===== config.mk =====
export PLATFORM = sky130hd
export DESIGN_NAME = ssp_frame_builder_crc16_core_flat
export DESIGN_NICKNAME = d
export VERILOG_FILES = /design/src/sv/ssp_fb_pkg.sv /design/src/sv/ssp_fb_in_if.sv /design/src/sv/ssp_fb_out_if.sv /design/src/sv/ssp_fb_parse.sv /design/src/sv/ssp_fb_emit.sv /design/src/sv/ssp_frame_builder_crc16_core.sv /design/src/flat_wrapper.sv
export SDC_FILE = /design/constraint.sdc
export NUM_CORES = 1
export LEC_CHECK = 0
export BUFFER_PORTS_ARGS = -buffer_cell sky130_fd_sc_hd__clkbuf_2
export CORE_MARGIN = 2
export CORE_UTILIZATION = 44
export CTS_CLUSTER_DIAMETER = 40
export DETAILED_ROUTE_END_ITERATION = 6
export PLACE_DENSITY_LB_ADDON = 0.05
export RECOVER_POWER = 100
export SYNTH_ARGS = -nofsm -noshare
export SYNTH_HDL_FRONTEND = slang
export SYNTH_HIERARCHICAL = 1
export SYNTH_SLANG_ARGS = --single-unit

===== constraint.sdc =====
create_clock -name clk -period 3.66 [get_ports clk]
set_input_delay 0.183 -clock clk [delete_from_list [all_inputs] [get_ports clk]]
set_output_delay 0.183 -clock clk [all_outputs]
set_load 0.005 [all_outputs]

===== src/sv/ssp_fb_pkg.sv =====
// ----------------------------------------------------------------------------
// ssp_fb_pkg: shared types, constants and a function of the frame builder
// Holds the framing constants, the CRC-16 byte update, the message phase
// type and the result group that passes from the parser to the emitter.
// ----------------------------------------------------------------------------
`default_nettype none

package ssp_fb_pkg;

  // Framing and sync constants.
  localparam logic [7:0]  START_BYTE = 8'h7F;
  localparam logic [7:0]  SYNC_B0    = 8'h80;
  localparam logic [7:0]  SYNC_B1    = 8'h01;
  localparam logic [7:0]  SYNC_B2    = 8'h11;
  localparam logic [7:0]  SEQ_FLAG   = 8'h80;
  localparam logic [7:0]  ZERO_FLAG  = 8'h00;
  localparam logic [15:0] CRC_POLY   = 16'h8005;
  localparam logic [15:0] CRC_INIT   = 16'hFFFF;

  // Most data bytes that one input transfer can release.
  localparam int unsigned MAX_DATA   = 3;

  // Position of the incoming byte within its message.
  typedef enum logic [1:0] {
    PH_FIRST,
    PH_SECOND,
    PH_THIRD,
    PH_BODY
  } phase_t;

  // What the emitter is currently sending.
  typedef enum logic [1:0] {
    K_START,
    K_DATA,
    K_CRC_LO,
    K_CRC_HI
  } kind_t;

  // Results released by one input transfer, in order:
  // start byte, data bytes, then the two CRC bytes.
  typedef struct packed {
    logic                       has_start;
    logic [MAX_DATA-1:0][7:0]   data;
    logic [1:0]                 ndata;
    logic                       has_crc;
  } group_t;

  // CRC-16 with polynomial 0x8005, MSB first, one byte per call.
  function automatic logic [15:0] crc16_byte(input logic [15:0] crc, input logic [7:0] b);
    logic [15:0] x;
    x = crc ^ {b, 8'h00};
    for (int k = 0; k < 8; k++) begin
      if (x[15]) begin
        x = {x[14:0], 1'b0} ^ CRC_POLY;
      end else begin
        x = {x[14:0], 1'b0};
      end
    end
    return x;
  endfunction

endpackage

`default_nettype wire


===== src/sv/ssp_fb_in_if.sv =====
// ----------------------------------------------------------------------------
// ssp_fb_in_if: message byte channel
// Valid/ready channel that carries one command message byte and its
// last-byte marker per transfer.
// ----------------------------------------------------------------------------
`default_nettype none

interface ssp_fb_in_if;
  logic       valid;
  logic       ready;
  logic [7:0] msg_byte;
  logic       last_byte;

  modport source (output valid, output msg_byte, output last_byte, input ready);
  modport sink   (input valid, input msg_byte, input last_byte, output ready);
endinterface

`default_nettype wire


===== src/sv/ssp_fb_out_if.sv =====
// ----------------------------------------------------------------------------
// ssp_fb_out_if: frame byte channel
// Valid/ready channel that carries one outgoing frame byte and the
// end-of-frame marker per transfer.
// ----------------------------------------------------------------------------
`default_nettype none

interface ssp_fb_out_if;
  logic       valid;
  logic       ready;
  logic [7:0] frame_byte;
  logic       frame_end;

  modport source (output valid, output frame_byte, output frame_end, input ready);
  modport sink   (input valid, input frame_byte, input frame_end, output ready);
endinterface

`default_nettype wire


===== src/sv/ssp_fb_parse.sv =====
// ----------------------------------------------------------------------------
// ssp_fb_parse: message parser
// Tracks the byte position within the message, holds back the first two
// bytes until sync can be decided, and builds the group of frame bytes that
// each accepted message byte releases. Owns the sequence bit.
// ----------------------------------------------------------------------------
`default_nettype none

module ssp_fb_parse (
  input  wire                 clk,
  input  wire                 rst_n,
  input  wire                 accept,
  input  wire  [7:0]          msg_byte,
  input  wire                 last_byte,
  output ssp_fb_pkg::group_t  grp
);
  import ssp_fb_pkg::*;

  phase_t     phase_r, phase_nxt;
  logic       seq_r, seq_nxt;
  logic       sync_r, sync_nxt;
  logic [7:0] held0_r, held1_r;
  logic [7:0] flag;
  logic       sync_now;
  logic       sync_end;

  assign flag     = seq_r ? SEQ_FLAG : ZERO_FLAG;
  assign sync_now = (held0_r == SYNC_B0) && (held1_r == SYNC_B1) && (msg_byte == SYNC_B2);

  // Build the result group and the next message state.
  always_comb begin
    grp           = '0;
    grp.has_crc   = last_byte;
    phase_nxt     = phase_r;
    sync_nxt      = sync_r;
    sync_end      = 1'b0;
    case (phase_r)
      PH_FIRST: begin
        grp.has_start = 1'b1;
        grp.data[0]   = flag;
        grp.ndata     = last_byte ? 2'd1 : 2'd0;
        sync_nxt      = 1'b0;
        phase_nxt     = PH_SECOND;
      end
      PH_SECOND: begin
        grp.data[0]   = flag;
        grp.data[1]   = msg_byte;
        grp.ndata     = last_byte ? 2'd2 : 2'd0;
        phase_nxt     = PH_THIRD;
      end
      PH_THIRD: begin
        grp.data[0]   = sync_now ? held0_r : flag;
        grp.data[1]   = held1_r;
        grp.data[2]   = msg_byte;
        grp.ndata     = 2'd3;
        sync_nxt      = sync_now;
        sync_end      = sync_now;
        phase_nxt     = PH_BODY;
      end
      PH_BODY: begin
        grp.data[0]   = msg_byte;
        grp.ndata     = 2'd1;
        sync_end      = sync_r;
      end
      default: begin
        phase_nxt     = PH_FIRST;
      end
    endcase
    seq_nxt = seq_r;
    // Frame end: a sync clears the sequence bit, anything else toggles it.
    if (last_byte) begin
      seq_nxt   = sync_end ? 1'b0 : ~seq_r;
      phase_nxt = PH_FIRST;
      sync_nxt  = 1'b0;
    end
  end

  // Message state registers.
  always_ff @(posedge clk) begin
    if (!rst_n) begin
      phase_r <= PH_FIRST;
      seq_r   <= 1'b1;
      sync_r  <= 1'b0;
    end else if (accept) begin
      phase_r <= phase_nxt;
      seq_r   <= seq_nxt;
      sync_r  <= sync_nxt;
    end
  end

  // Held message bytes, written before they are ever read.
  always_ff @(posedge clk) begin
    if (accept && (phase_r == PH_FIRST)) begin
      held0_r <= msg_byte;
    end
    if (accept && (phase_r == PH_SECOND)) begin
      held1_r <= msg_byte;
    end
  end

  // A sync decision only stands once the third byte has passed.
  a_sync_in_body: assert property (@(posedge clk) disable iff (!rst_n)
    sync_r |-> (phase_r == PH_BODY))
    else $error("sync flag set outside the message body");

  // The message ends on its last byte.
  a_last_restarts: assert property (@(posedge clk) disable iff (!rst_n)
    (accept && last_byte) |=> (phase_r == PH_FIRST))
    else $error("message did not restart after its last byte");

  // A one-byte message releases start, flag and CRC.
  a_short_msg: assert property (@(posedge clk) disable iff (!rst_n)
    (accept && last_byte && (phase_r == PH_FIRST)) |->
      (grp.has_start && grp.has_crc && (grp.ndata == 2'd1)))
    else $error("one-byte message built a wrong group");

endmodule

`default_nettype wire


===== src/sv/ssp_fb_emit.sv =====
// ----------------------------------------------------------------------------
// ssp_fb_emit: frame byte emitter
// Registers one result group and sends its bytes one per transfer. The
// running CRC is updated on each data byte as it leaves and sent low byte
// first at the end of the frame.
// ----------------------------------------------------------------------------
`default_nettype none

module ssp_fb_emit (
  input  wire                 clk,
  input  wire                 rst_n,
  input  wire                 load,
  input  ssp_fb_pkg::group_t  grp,
  output logic                can_load,
  output logic                out_valid,
  input  wire                 out_ready,
  output logic [7:0]          out_byte,
  output logic                out_end
);
  import ssp_fb_pkg::*;

  group_t      grp_r;
  logic        busy_r;
  logic [2:0]  pos_r;
  logic [2:0]  total_r;
  logic [15:0] crc_r;
  logic [2:0]  total_w;
  logic [2:0]  dpos;
  kind_t       kind;
  logic        xfer;
  logic        last_xfer;

  // Number of bytes in the incoming group.
  assign total_w = {2'b00, grp.has_start} + {1'b0, grp.ndata} + {1'b0, grp.has_crc, 1'b0};

  assign xfer      = busy_r && out_ready;
  assign last_xfer = xfer && (pos_r == (total_r - 3'd1));
  assign can_load  = !busy_r || last_xfer;

  // Decode what the current position holds.
  assign dpos = pos_r - {2'b00, grp_r.has_start};
  always_comb begin
    if (grp_r.has_start && (pos_r == 3'd0)) begin
      kind = K_START;
    end else if (dpos < {1'b0, grp_r.ndata}) begin
      kind = K_DATA;
    end else if (dpos == {1'b0, grp_r.ndata}) begin
      kind = K_CRC_LO;
    end else begin
      kind = K_CRC_HI;
    end
  end

  // Output byte selection.
  always_comb begin
    case (kind)
      K_START:  out_byte = START_BYTE;
      K_DATA:   out_byte = grp_r.data[dpos[1:0]];
      K_CRC_LO: out_byte = crc_r[7:0];
      K_CRC_HI: out_byte = crc_r[15:8];
      default:  out_byte = START_BYTE;
    endcase
  end

  assign out_valid = busy_r;
  assign out_end   = (kind == K_CRC_HI);

  // Group register and position counter.
  always_ff @(posedge clk) begin
    if (!rst_n) begin
      busy_r  <= 1'b0;
      pos_r   <= '0;
      total_r <= '0;
    end else if (load) begin
      busy_r  <= (total_w != 3'd0);
      pos_r   <= '0;
      total_r <= total_w;
    end else if (xfer) begin
      busy_r  <= !last_xfer;
      pos_r   <= pos_r + 3'd1;
    end
  end

  always_ff @(posedge clk) begin
    if (load) begin
      grp_r <= grp;
    end
  end

  // Running CRC over the data bytes sent after the start byte.
  always_ff @(posedge clk) begin
    if (!rst_n) begin
      crc_r <= CRC_INIT;
    end else if (xfer) begin
      case (kind)
        K_START:  crc_r <= CRC_INIT;
        K_DATA:   crc_r <= crc16_byte(crc_r, out_byte);
        K_CRC_HI: crc_r <= CRC_INIT;
        default:  crc_r <= crc_r;
      endcase
    end
  end

  // The position never runs past the group while bytes are pending.
  a_pos_in_group: assert property (@(posedge clk) disable iff (!rst_n)
    busy_r |-> (pos_r < total_r))
    else $error("emitter position beyond its group");

  // The CRC high byte is always the final byte of its group.
  a_end_is_last: assert property (@(posedge clk) disable iff (!rst_n)
    (busy_r && out_end) |-> (pos_r == (total_r - 3'd1)))
    else $error("frame end not on the last byte of a group");

  // After a frame ends the CRC is back at its initial value.
  a_crc_restart: assert property (@(posedge clk) disable iff (!rst_n)
    (xfer && out_end) |=> (crc_r == CRC_INIT))
    else $error("CRC not restarted after frame end");

endmodule

`default_nettype wire


===== src/sv/ssp_frame_builder_crc16_core.sv =====
// ----------------------------------------------------------------------------
// ssp_frame_builder_crc16_core: framed command output with CRC-16
// Turns a stream of command message bytes into outgoing frames.
//
// Input channel (in_chan): one message byte per transfer, last_byte set on
// the final byte of a message. Output channel (out_chan): one frame byte per
// transfer; frame_end marks the high CRC byte that closes a frame.
// A frame is 7F, the message (first byte replaced by the sequence flag
// unless the message is the 80 01 11 sync), and CRC-16 0x8005 low byte first.
// The first frame byte caused by an input transfer is valid the cycle after
// that transfer. An input transfer releases 0 to 5 frame bytes; the output
// side sends them from the registered group, one byte per cycle while the
// receiver is ready. A new input transfer is taken in the same cycle as the
// last byte of the previous group leaves, so with the receiver ready a long
// message moves at one byte per cycle.
// When the receiver stalls, the current byte holds and input ready stays
// low until the last byte of the current group has been transferred.
// Reset: the sequence flag starts at 0x80, no frame is in progress, the
// output channel is empty and input ready is low while reset is held.
// ----------------------------------------------------------------------------
`default_nettype none

module ssp_frame_builder_crc16_core (
  input  wire          clk,
  input  wire          rst_n,
  ssp_fb_in_if.sink    in_chan,
  ssp_fb_out_if.source out_chan
);
  import ssp_fb_pkg::*;

  group_t grp;
  logic   can_load;
  logic   in_accept;

  // No input transfer is taken while reset is held.
  assign in_chan.ready = can_load && rst_n;
  assign in_accept     = in_chan.valid && in_chan.ready;

  // Message parsing and sequence handling.
  ssp_fb_parse u_parse (
    .clk       (clk),
    .rst_n     (rst_n),
    .accept    (in_accept),
    .msg_byte  (in_chan.msg_byte),
    .last_byte (in_chan.last_byte),
    .grp       (grp)
  );

  // Byte-by-byte emission with running CRC.
  ssp_fb_emit u_emit (
    .clk       (clk),
    .rst_n     (rst_n),
    .load      (in_accept),
    .grp       (grp),
    .can_load  (can_load),
    .out_valid (out_chan.valid),
    .out_ready (out_chan.ready),
    .out_byte  (out_chan.frame_byte),
    .out_end   (out_chan.frame_end)
  );

endmodule

`default_nettype wire


===== src/flat_wrapper.sv =====
// flat-port wrapper written by rule: the top's interface ports become plain ports
module ssp_frame_builder_crc16_core_flat import ssp_fb_pkg::*;
  (clk, rst_n, in_chan_valid, in_chan_msg_byte, in_chan_last_byte, in_chan_ready, out_chan_valid, out_chan_frame_byte, out_chan_frame_end, out_chan_ready);
  ssp_fb_in_if in_chan_i ();
  ssp_fb_out_if out_chan_i ();
  input  wire clk;
  input  wire rst_n;
  input wire logic [$bits(in_chan_i.valid)-1:0] in_chan_valid;
  input wire logic [$bits(in_chan_i.msg_byte)-1:0] in_chan_msg_byte;
  input wire logic [$bits(in_chan_i.last_byte)-1:0] in_chan_last_byte;
  output wire logic [$bits(in_chan_i.ready)-1:0] in_chan_ready;
  output wire logic [$bits(out_chan_i.valid)-1:0] out_chan_valid;
  output wire logic [$bits(out_chan_i.frame_byte)-1:0] out_chan_frame_byte;
  output wire logic [$bits(out_chan_i.frame_end)-1:0] out_chan_frame_end;
  input wire logic [$bits(out_chan_i.ready)-1:0] out_chan_ready;
  assign in_chan_i.valid = in_chan_valid;
  assign in_chan_i.msg_byte = in_chan_msg_byte;
  assign in_chan_i.last_byte = in_chan_last_byte;
  assign in_chan_ready = in_chan_i.ready;
  assign out_chan_valid = out_chan_i.valid;
  assign out_chan_frame_byte = out_chan_i.frame_byte;
  assign out_chan_frame_end = out_chan_i.frame_end;
  assign out_chan_i.ready = out_chan_ready;
  ssp_frame_builder_crc16_core u_core (.clk(clk), .rst_n(rst_n), .in_chan(in_chan_i), .out_chan(out_chan_i));
endmodule

# Word-level counts from Yosys, hierarchy flattened
# Index checks and enable logic that the tools add are counted.
# op_classes
n_addsub	5
n_lt_le_gt_ge	2
mux	51
n_eq_ne	11
reduce_logical	26
n_bitwise	11
# ops
cell	count
two-way mux 16 bit	29
case mux 10 bit (4 select lines)	1
case mux 16 bit (2 select lines)	1
case mux 8 bit (4 select lines)	1
two-way mux 8 bit	3
NOT 3 bit	8
binary-select mux 8 bit (select 2 bit)	1
case mux 8 bit (2 select lines)	1
bitwise XOR 16 bit	1
logical AND 1 bit	9
equality test 2 bit (second input constant)	4
equality test 8 x 1 -> 1 bit (second input constant)	1
equality test 8 x 5 -> 1 bit (second input constant)	1
equality test 8 bit (second input constant)	1
two-way mux 2 bit	4
AND reduction 2 bit	4
two-way mux 1 bit	7
case mux 2 bit (3 select lines)	1
nonzero test 3 bit	2
equality test 2 x 1 -> 1 bit (second input constant)	2
logical NOT 2 bit	2
case mux 1 bit (2 select lines)	2
nonzero test 2 bit	2
nonzero test 4 bit	1
14 further kinds	17
# totals
register_bits	70
elab_cells	120
in_bits	13

# Longest topological paths before layout
# Gate-level depths: netlist of the first run.
# logic_depth
ltp_word	46
mapped_depth	19
mapped_depth_nobuf	17

# Cells and area by module
# Netlist of the first run, hierarchy kept.
# modules_own_cells
module	cells_each	instances	area_each_um2
ssp_fb_emit	217	1	2537.4
ssp_fb_parse	100	1	1089.8
ssp_frame_builder_crc16_core	2	1	12.5

# Least setup slack after synthesis of the first run
# No wires, ideal clock.
# synth_timing
path_type	reg2reg
start	register u_core.u_emit.pos_r[0]
end	register u_core.u_emit.crc_r[15]
required_time_ns	3.544
setup_slack_ns	-0.438
stages_incl_launch_ff	20
arrival_time_ns	3.982
cell_sequence	dfxtp_1 inv_1 ha_1 ha_1 buf_6 inv_1 ha_1 nor2b_1 nor3_2 nor2_1 ha_1 buf_1 nand2_1 nand2_1 a221o_2 xor2_1 xnor3_1 xnor3_2 xnor2_1 o22a_2
# synth_via
elab_chain_len	39
elab_cells_between_ends	56
# synth_rtl
item	line	text
from (decl)	ssp_fb_emit.sv:24	logic [2:0] pos_r;
from (signal assigned)	ssp_fb_emit.sv:80	pos_r <= pos_r + 3'd1;
parallel branches: the longest is 4 deep, another holds subtractor 3 x 1 -> 3 bit	--	
two-way mux 2 bit (*)	ssp_fb_emit.sv:43	if (grp_r.has_start && (pos_r == 3'd0)) begin
equality test 2 bit (*)	--	
via out_chan_frame_end	flat_wrapper.sv:14	output wire logic [$bits(out_chan_i.frame_end)-1:0] out_chan_frame_end;
case mux 8 bit (4 select lines) (*)	ssp_fb_emit.sv:56	case (kind)
via out_chan_frame_byte[6]	flat_wrapper.sv:13	output wire logic [$bits(out_chan_i.frame_byte)-1:0] out_chan_frame_byte;
bitwise XOR 16 bit (*)	ssp_fb_pkg.sv:51	x = crc ^ {b, 8'h00};
NOT 3 bit (no source line)	--	
[... 22 more ...]	--	
two-way mux 16 bit (*)	ssp_fb_emit.sv:94	end else if (xfer) begin
two-way mux 16 bit (*)	ssp_fb_emit.sv:92	if (!rst_n) begin
two-way mux 16 bit (*)	ssp_fb_pkg.sv:53	if (x[15]) begin
two-way mux 16 bit (*)	ssp_fb_emit.sv:95	case (kind)
two-way mux 16 bit (*)	ssp_fb_emit.sv:94	
two-way mux 16 bit (*)	ssp_fb_emit.sv:92	
two-way mux 16 bit (*)	ssp_fb_pkg.sv:53	
case mux 16 bit (2 select lines) (*)	ssp_fb_emit.sv:95	
to (signal assigned)	ssp_fb_emit.sv:97	K_DATA: crc_r <= crc16_byte(crc_r, out_byte);
to (signal assigned)	ssp_fb_emit.sv:99	default: crc_r <= crc_r;
to (decl)	ssp_fb_emit.sv:26	logic [15:0] crc_r;
# Mark *: on every way through the listed nets, which the timed path passes. The select of a mux whose other input is x is not followed.
# A chain may end at the register's enable or synchronous reset.

# Worst setup path after layout of the first run
# layout_timing
start	register u_core/u_emit/grp_r[27] (netlist bit)
end	register u_core.u_emit.crc_r[0]
# layout_via
elab_chain_len	39
elab_cells_between_ends	55
# layout_rtl
item	line	text
from (decl)	ssp_fb_emit.sv:22	group_t grp_r;
from (signal assigned)	ssp_fb_emit.sv:86	grp_r <= grp;
parallel branches: the longest is 39 deep, another holds subtractor 3 x 1 -> 3 bit	--	
# Several ways; the timed one is not identified. The select of a mux whose other input is x is not followed.

==> impl_metrics.env, run 1 <==
export IMPL_outcome="complete, no violations"
export IMPL_synth_cell_types=54
export IMPL_ant_nets=0
export IMPL_die_x_um=94.95
export IMPL_dp_hpwl_um=5239
export IMPL_pwr_share_clk_pct=35.7
export IMPL_p_sw_w=0.0005461
export IMPL_power_density_nw_per_um2=466.2
export IMPL_clk_path_buf_depth=2
export IMPL_start_util_pct=44.75
export IMPL_cts_root_buf="clkbuf_8"
export IMPL_critPathTopFamily="XOR/XNOR gates"
export IMPL_ff_latch_area_um2=1833
export IMPL_hp_class="primary input to register"
export IMPL_multi_input_area_um2=1800
export IMPL_yosysMostFrequentCell="edfxtp_1"
export IMPL_syn_area_per_cell_um2=11.41
export IMPL_post_route_util_pct=52.99
export IMPL_synth_top_area_share_pct=35.48
export IMPL_grt_antenna_before_repair=0
export IMPL_drc=0
export IMPL_synth_seq_cells=70
export IMPL_core_um2=8134
export IMPL_worst_path_max_delay_cell="xnor3_2"
export IMPL_timing_critical_path_mode_cell="ha_4"
export IMPL_cp_required_ns=3.89
export IMPL_r2r_end="u_core/u_emit/crc_r[0]"
export IMPL_grt_pass1_wl_um=12230
export IMPL_switching_share_pct=27.18
export IMPL_hold_path_depth=3
export IMPL_critPathCaptureType="register"
export IMPL_num_antenna_cells=0
export IMPL_r2r_start="u_core/u_emit/grp_r[27]"
export IMPL_fmax_mhz=280.5
export IMPL_via_per_inst=5.255
export IMPL_routabilityCongestion=0.7963
export IMPL_hold_start="out_chan_ready"
export IMPL_syn_inst=319
export IMPL_fin_tns_setup_ns=0
export IMPL_clock_sinks=70
export IMPL_finClkSkew_ns=0.01002
export IMPL_r2r_slack_ns=0.09
export IMPL_fin_nets=389
export IMPL_synth_area_um2=3640
export IMPL_reg2regPathDepth=17
export IMPL_grt_max_degree=31
export IMPL_hold_path_end="u_core/u_emit/pos_r[1]"
export IMPL_track_usage_pct=17.89
export IMPL_cts_tree="built"
export IMPL_combPwrFrac_pct=20.2
export IMPL_pwr_share_seq_pct=44.2
export IMPL_finalCriticalPeriod_ns=3.565
export IMPL_drtIter0Drc=98
export IMPL_seq_area_frac_synth_pct=50.33
export IMPL_crit_chain="ha_4 > ha_4 > inv_4 > ha_4 > nor2b_4 > nor3_4 > nor2_2 > ha_2 > buf_6 > nand2_2 > nand2_1 > a221o_2 > xor2_2 > xnor3_1 > xnor3_2 > xnor2_2 > o22a_1"
export IMPL_pin_count=24
export IMPL_drive_gt1_share_pct=26.23
export IMPL_syn_num_nets=347
export IMPL_wire_per_inst_um=15.66
export IMPL_worstSetupPathType="register to register"
export IMPL_slew_viol_final=0
export IMPL_port_buffers=23
export IMPL_synth_edf_count=43
export IMPL_max_stage_delay_ns=0.45
export IMPL_hold_viol_final=0
export IMPL_clock_latency_ns=0.34
export IMPL_numCtsBuffers=9
export IMPL_postCtsHoldBufs=0
export IMPL_rows=33
export IMPL_synth_area_top_cells="edfxtp_1, dfxtp_1, ha_1"
export IMPL_timing_final_crit_share_pct=97.41
export IMPL_dieArea_um2=9016
export IMPL_first_pass_iters=4
export IMPL_synth_top_area_cell="edfxtp_1"
export IMPL_ys_async_sr_fraction_pct=0
export IMPL_crit_path_max_fanout=5
export IMPL_die_h_um=94.95
export IMPL_yosysWarnings=6
export IMPL_max_cap_violations=0
export IMPL_wl_um=7374
export IMPL_syn2layout_area_growth_pct=18.43
export IMPL_slew_headroom_pct=51.66
export IMPL_synth_common_cells="edfxtp_1, nand2_1, dfxtp_1"
export IMPL_crit_arrival_ns=3.79
export IMPL_vias=2475
export IMPL_crit_path_start_kind="register"
export IMPL_synth_flop_cell="edfxtp_1"
export IMPL_peakVddDrop_v=0.0002308
export IMPL_htreeDepth=3
export IMPL_internal_power_w=0.001463
export IMPL_tightest_slew_ns=0.7251
export IMPL_rsz0062_at_grt="yes"
export IMPL_leakage_nw=1.557
export IMPL_grt_pass1_vias=2413
export IMPL_setup_viol=0
export IMPL_crit_buf_inv=2
export IMPL_fill_cells=755
export IMPL_overflow=0
export IMPL_clk_pin_slew_ns=0.09
## worst max path at each step
stage	end	start	slack (ns)	cells past startpoint
after floorplan	u_core/u_emit/crc_r[15]	u_core/u_emit/grp_r[27]	-0.25	18
after global placement	u_core/u_emit/crc_r[15]	u_core/u_emit/grp_r[27]	0.08	16
after detailed placement	u_core/u_emit/crc_r[15]	u_core/u_emit/grp_r[27]	0.02	16
after CTS	u_core/u_emit/crc_r[15]	u_core/u_emit/pos_r[0]	0.009	17
after global routing	u_core/u_emit/crc_r[0]	u_core/u_emit/grp_r[27]	-0.08	17
final	u_core/u_emit/crc_r[0]	u_core/u_emit/grp_r[27]	0.09	17
## area by class of cell
type / instances / share of cell area, %
Sequential cell: 70 / 42.53
Tap cell: 105 / 3.048
Clock inverter: 7 / 2.409
Clock buffer: 9 / 2.874
Inverter: 14 / 1.277
Multi-Input combinational cell: 222 / 41.77
Timing Repair Buffer: 44 / 6.096
## stage by stage
step | instance area [um^2] | std cells | worst slack [ns] | hold WS (ns) | power [W]
after floorplan | 3726 | 319 | -0.2521 | 0.2819 | 0.001184
after global placement | 4006 | 449 | 0.08212 | 0.4519 | 0.001280
after detailed placement | 4006 | 449 | 0.02032 | 0.4544 | 0.001282
after CTS | 4234 | 465 | 0.008677 | 0.09850 | 0.001999
after global routing | 4310 | 471 | -0.08293 | 0.1152 | 0.002102
final | 4310 | 471 | 0.09489 | 0.1260 | 0.002009
## repair_timing
| action | CTS | global route |
|---|---|---|
| endpoints found under the setup margin | 0 | 3 |
| setup buffers | 0 | 6 |
| gates resized for setup | 0 | 8 |
## cell families (layout without fill, tap and decap cells)
logic type | count (synthesis) | count (layout) | share of synthesized area (%)
AOI/OAI and AO/OA | 59 | 59 | 12.17
buffers and inverters | 27 | 74 | 3.403
adders and majority gates | 15 | 15 | 5.363
xor gates and xnor gates | 28 | 28 | 8.525
and+or+nand+nor | 109 | 109 | 16.91
DFF | 70 | 70 | 50.33
muxes | 11 | 11 | 3.300
## state kept, by name (all words and copies together) (netlist names)
name,cells
u_core/u_emit/pos_r,3
u_core/u_parse/phase_r,2
u_core/u_parse/seq_r,1
u_core/u_parse/sync_r,1
u_core/u_parse/held1_r,8
u_core/u_emit/crc_r,16
u_core/u_parse/held0_r,8
u_core/u_emit/grp_r,27
u_core/u_emit/out_valid,1
u_core/u_emit/total_r,3
## metal layers
| layer | up-vias | track usage, % | routed length [um] |
|---|---|---|---|
| li1 | 1240 | - | - |
| met3 | 4 | 4.230 | 233 |
| met1 | 1192 | 24.95 | 3666 |
| met5 | - | 0 | 0 |
| met2 | 39 | 28.25 | 3427 |
| met4 | 0 | 4.348 | 46 |
## placed cells by master, fill, tap and decap left out, types with 3 or more instances in the layout
| master | instances |
|---|---|
| clkbuf_2 | 15 |
| a21oi_1 | 6 |
| edfxtp_1 | 43 |
| buf_4 | 19 |
| clkbuf_8 | 9 |
| a22oi_1 | 8 |
| xor2_2 | 6 |
| clkbuf_1 | 9 |
| dfxtp_1 | 26 |
| inv_1 | 12 |
| and2_0 | 14 |
| ha_1 | 10 |
| mux2i_1 | 3 |
| mux2_2 | 7 |
| o22ai_1 | 7 |
| ha_4 | 3 |
| a22o_1 | 3 |
| and2_1 | 4 |
| nand3_1 | 5 |
| xor2_1 | 8 |
| xnor2_1 | 9 |
| o21ai_0 | 12 |
| a221o_2 | 3 |
| nor2b_1 | 13 |
| nand2_1 | 35 |
| nor2_1 | 8 |
| a22o_2 | 5 |
| nor4_2 | 3 |
| a221o_1 | 3 |
| nand3b_1 | 7 |
## worst reg2reg max path, stage by stage, from the launching register on
cell      delay [ns]
edfxtp_1        0.44
ha_4            0.19
ha_4            0.27
inv_4           0.03
ha_4            0.20
nor2b_4         0.13
nor3_4          0.13
nor2_2          0.06
ha_2            0.20
buf_6           0.13
nand2_2         0.05
nand2_1         0.05
a221o_2         0.34
xor2_2          0.19
xnor3_1         0.26
xnor3_2         0.45
xnor2_2         0.15
o22a_1          0.19
## power by group through the flow
stage | Sequential, W | Combinational, W | Clock (W)
after floorplan | 0.000901 | 0.000283 | 0
after global placement | 0.000905 | 0.000375 | 0
after detailed placement | 0.000905 | 0.000377 | 0
after CTS | 0.000887 | 0.000378 | 0.000733
after global routing | 0.000891 | 0.000447 | 0.000764
final | 0.000888 | 0.000405 | 0.000717
Power figures use the tool's default switching activity.
==> run 2: changes to the inputs <==
--- a/config.mk
+++ b/config.mk
@@ -14,5 +14,4 @@
 export RECOVER_POWER = 100
 export SYNTH_ARGS = -nofsm -noshare
 export SYNTH_HDL_FRONTEND = slang
-export SYNTH_HIERARCHICAL = 1
 export SYNTH_SLANG_ARGS = --single-unit
==> constraint.sdc (replaced) <==
create_clock -name clk -period 3.66 [get_ports clk]
set_input_delay 0.183 -clock clk [delete_from_list [all_inputs] [get_ports clk]]
set_output_delay 0.183 -clock clk [all_outputs]
set_load 0.1 [all_outputs]
==> impl_metrics.env, run 2 <==
export IMPL_fin_tns_setup_ns=0
export IMPL_port_buffers=23
export IMPL_grt_pass1_wl_um=11660
export IMPL_syn2layout_area_growth_pct=16.97
export IMPL_rsz0062_at_grt="yes"
export IMPL_clock_latency_ns=0.34
export IMPL_synth_top_area_share_pct=36.33
export IMPL_die_h_um=93.88
export IMPL_crit_path_max_fanout=7
export IMPL_final_cell_mix="nand2_1, edfxtp_1, dfxtp_1, o21ai_0, buf_4"
export IMPL_finalCriticalPeriod_ns=3.593
export IMPL_dp_hpwl_um=4985
export IMPL_start_util_pct=45.76
export IMPL_syn_inst=321
export IMPL_synth_common_cells="nand2_1, edfxtp_1, dfxtp_1"
export IMPL_overflow=0
export IMPL_finClkSkew_ns=0.007268
export IMPL_r2r_slack_ns=0.07
export IMPL_reg2regPathDepth=16
export IMPL_syn_num_nets=349
export IMPL_fin_worst_hold_slack_ns=0.1094
export IMPL_fin_ws_ns=0.06653
export IMPL_startpoint="u_core.u_emit.grp_r[27]"
export IMPL_drive_gt1_share_pct=19.28
export IMPL_dp_slack_ns=-0.0002940
export IMPL_routabilityCongestion=0.8171
export IMPL_reg_top3="u_core.u_emit.grp_r: 27 flops, u_core.u_emit.crc_r: 16 flops"
export IMPL_num_antenna_cells=0
export IMPL_cp_endpoint="u_core.u_emit.crc_r[0]"
export IMPL_yosysMostFrequentCell="nand2_1"
export IMPL_cp_required_ns=3.90
export IMPL_numCtsBuffers=9
export IMPL_synth_seq_cells=70
export IMPL_wire_per_inst_um=14.98
export IMPL_synth_top_area_cell="edfxtp_1"
export IMPL_peakVddDrop_v=0.0002299
export IMPL_final_common_cell="nand2_1"
export IMPL_crit_arrival_ns=3.84
export IMPL_ant_nets=0
export IMPL_clk_path_buf_depth=2
export IMPL_wl_um=6964
export IMPL_synth_area_top_cells="edfxtp_1, dfxtp_1, nand2_1"
export IMPL_fmax_mhz=278.3
export IMPL_clk_pin_slew_ns=0.08
export IMPL_layout_cells_non_filler=465
export IMPL_r2r_start="u_core.u_emit.grp_r[27]"
export IMPL_grt_max_degree=37
export IMPL_cts_root_buf="clkbuf_8"
export IMPL_hold_path_depth=3
export IMPL_die_x_um=93.88
export IMPL_clock_sinks=70
export IMPL_timing_final_crit_share_pct=98.18
export IMPL_critPathCaptureType="register"
export IMPL_fin_nets=386
export IMPL_track_usage_pct=17.43
export IMPL_outcome="complete, no violations"
export IMPL_crit_path_start_kind="register"
export IMPL_largest_reg_flops=27
export IMPL_power_density_nw_per_um2=473.1
export IMPL_largest_register="u_core.u_emit.grp_r"
export IMPL_synth_area_um2=3555
export IMPL_hold_viol_final=0
export IMPL_synth_cell_types=45
export IMPL_core_um2=7767
export IMPL_slew_headroom_pct=22.68
export IMPL_syn_area_per_cell_um2=11.07
export IMPL_vias=2399
export IMPL_place_inst=445
export IMPL_worstSetupPathType="register to register"
export IMPL_via_per_inst=5.159
export IMPL_seq_area_frac_synth_pct=51.53
export IMPL_setup_viol=0
export IMPL_slew_viol_final=0
export IMPL_max_cap_violations=0
export IMPL_grt_antenna_before_repair=0
export IMPL_cts_tree="built"
export IMPL_hp_class="primary input to register"
export IMPL_grt_pass1_vias=2307
export IMPL_leakage_nw=1.457
export IMPL_first_pass_iters=6
export IMPL_ys_async_sr_fraction_pct=0
export IMPL_rows=32
export IMPL_pin_count=24
export IMPL_drtIter0Drc=100
export IMPL_fill_cells=718
export IMPL_tightest_slew_ns=1.165
export IMPL_dieArea_um2=8813
export IMPL_drc=0
export IMPL_r2r_end="u_core.u_emit.crc_r[0]"
export IMPL_htreeDepth=3
export IMPL_synth_flop_cell="edfxtp_1"
export IMPL_synth_edf_count=43
export IMPL_yosysWarnings=0
run 2: changes by cell type in the layout (fill, tap and decap cells not counted), moves of 5 or more:
cell / before / now
o2bb2ai_1: 0 / 8
nand2_1: 35 / 45
mux2_2: 7 / 0
a22o_2: 5 / 0
mux2i_1: 3 / 8
run 2: power breakdown:
part | total (W) | switching, W | internal, W | leakage [nW]
Clock | 0.000538 | 0.000295 | 0.000242 | 0.0736
Combinational | 0.000539 | 0.000329 | 0.000210 | 0.762
Sequential | 0.000890 | 0.0000199 | 0.000870 | 0.621
Total | 0.00197 | 0.000644 | 0.00132 | 1.46
run 2: layout make-up:
cell class / instances / area (um^2) / area share, %
clock buffers: 10 / 127.6 / 3.070
clock inverters: 6 / 38.79 / 0.9329
inverters: 11 / 46.29 / 1.113
repair buffers: 40 / 222.7 / 5.357
multi-input cells: 226 / 1760 / 42.34
flip-flops and latches: 70 / 1834 / 44.12
well taps: 102 / 127.6 / 3.070
run 2: timing repair:
item	4_1_cts	5_1_grt
pin swaps	1	4
buffers inserted	0	4
hold buffers	0	0
gates resized for setup	0	2
setup endpoints to repair	1	2
cloned	0	0
run 2: critical path: stages (launching register included):
cell and delay, ns:
edfxtp_1 0.40, ha_2 0.20, ha_4 0.28, clkinv_4 0.05, ha_4 0.20, nor2b_4 0.13
nor3_4 0.20, nor2_2 0.08, ha_4 0.19, nand2_2 0.07, nand2_2 0.05, a221o_4 0.37
xor2_4 0.20, xnor3_1 0.32, xnor3_2 0.43, xnor2_1 0.14, o22a_1 0.19
run 2: worst min-delay path by stage:
stage / to / slack [ns] / start
after global placement: u_core.u_parse.held0_r[0] / 0.43 / in_chan_msg_byte[0]
after CTS: u_core.u_parse.held0_r[0] / 0.07 / in_chan_msg_byte[0]
after global routing: u_core.u_emit.pos_r[1] / 0.11 / out_chan_ready
after floorplan: u_core.u_parse.held0_r[0] / 0.28 / in_chan_msg_byte[0]
after detailed placement: u_core.u_parse.held0_r[0] / 0.43 / in_chan_msg_byte[0]
final: u_core.u_emit.out_valid / 0.11 / in_chan_valid
run 2: per-layer routing:
| layer | global-route usage, % | vias to the layer above | routed length, um |
|---|---|---|---|
| met5 | 0 | - | 0 |
| li1 | - | 1231 | - |
| met2 | 26.01 | 34 | 3132 |
| met4 | 7.850 | 0 | 110 |
| met1 | 24.62 | 1123 | 3480 |
| met3 | 3.371 | 11 | 240 |
run 2: cells by family (layout without fill, tap and decap cells):
family	count (synthesis)	in the layout	share of synthesized area, %
buffers and inverters	25	67	2.781
and+or+nand+nor	114	114	16.83
muxes	8	8	2.253
DFF	70	70	51.53
adders and majority gates	15	15	5.491
AOI/OAI and AO/OA	61	61	12.39
xor gates and xnor gates	28	28	8.729
run 2: through the flow:
stage	utilization [%]	power (W)	cell area, um^2
2_1_floorplan	-	0.001343	3702
3_3_place_gp	51.19	0.001443	3976
3_5_place_dp	51.19	0.001444	3976
4_1_cts	53.33	0.001987	4143
5_1_grt	53.53	0.002070	4158
6_report	53.53	0.001967	4158
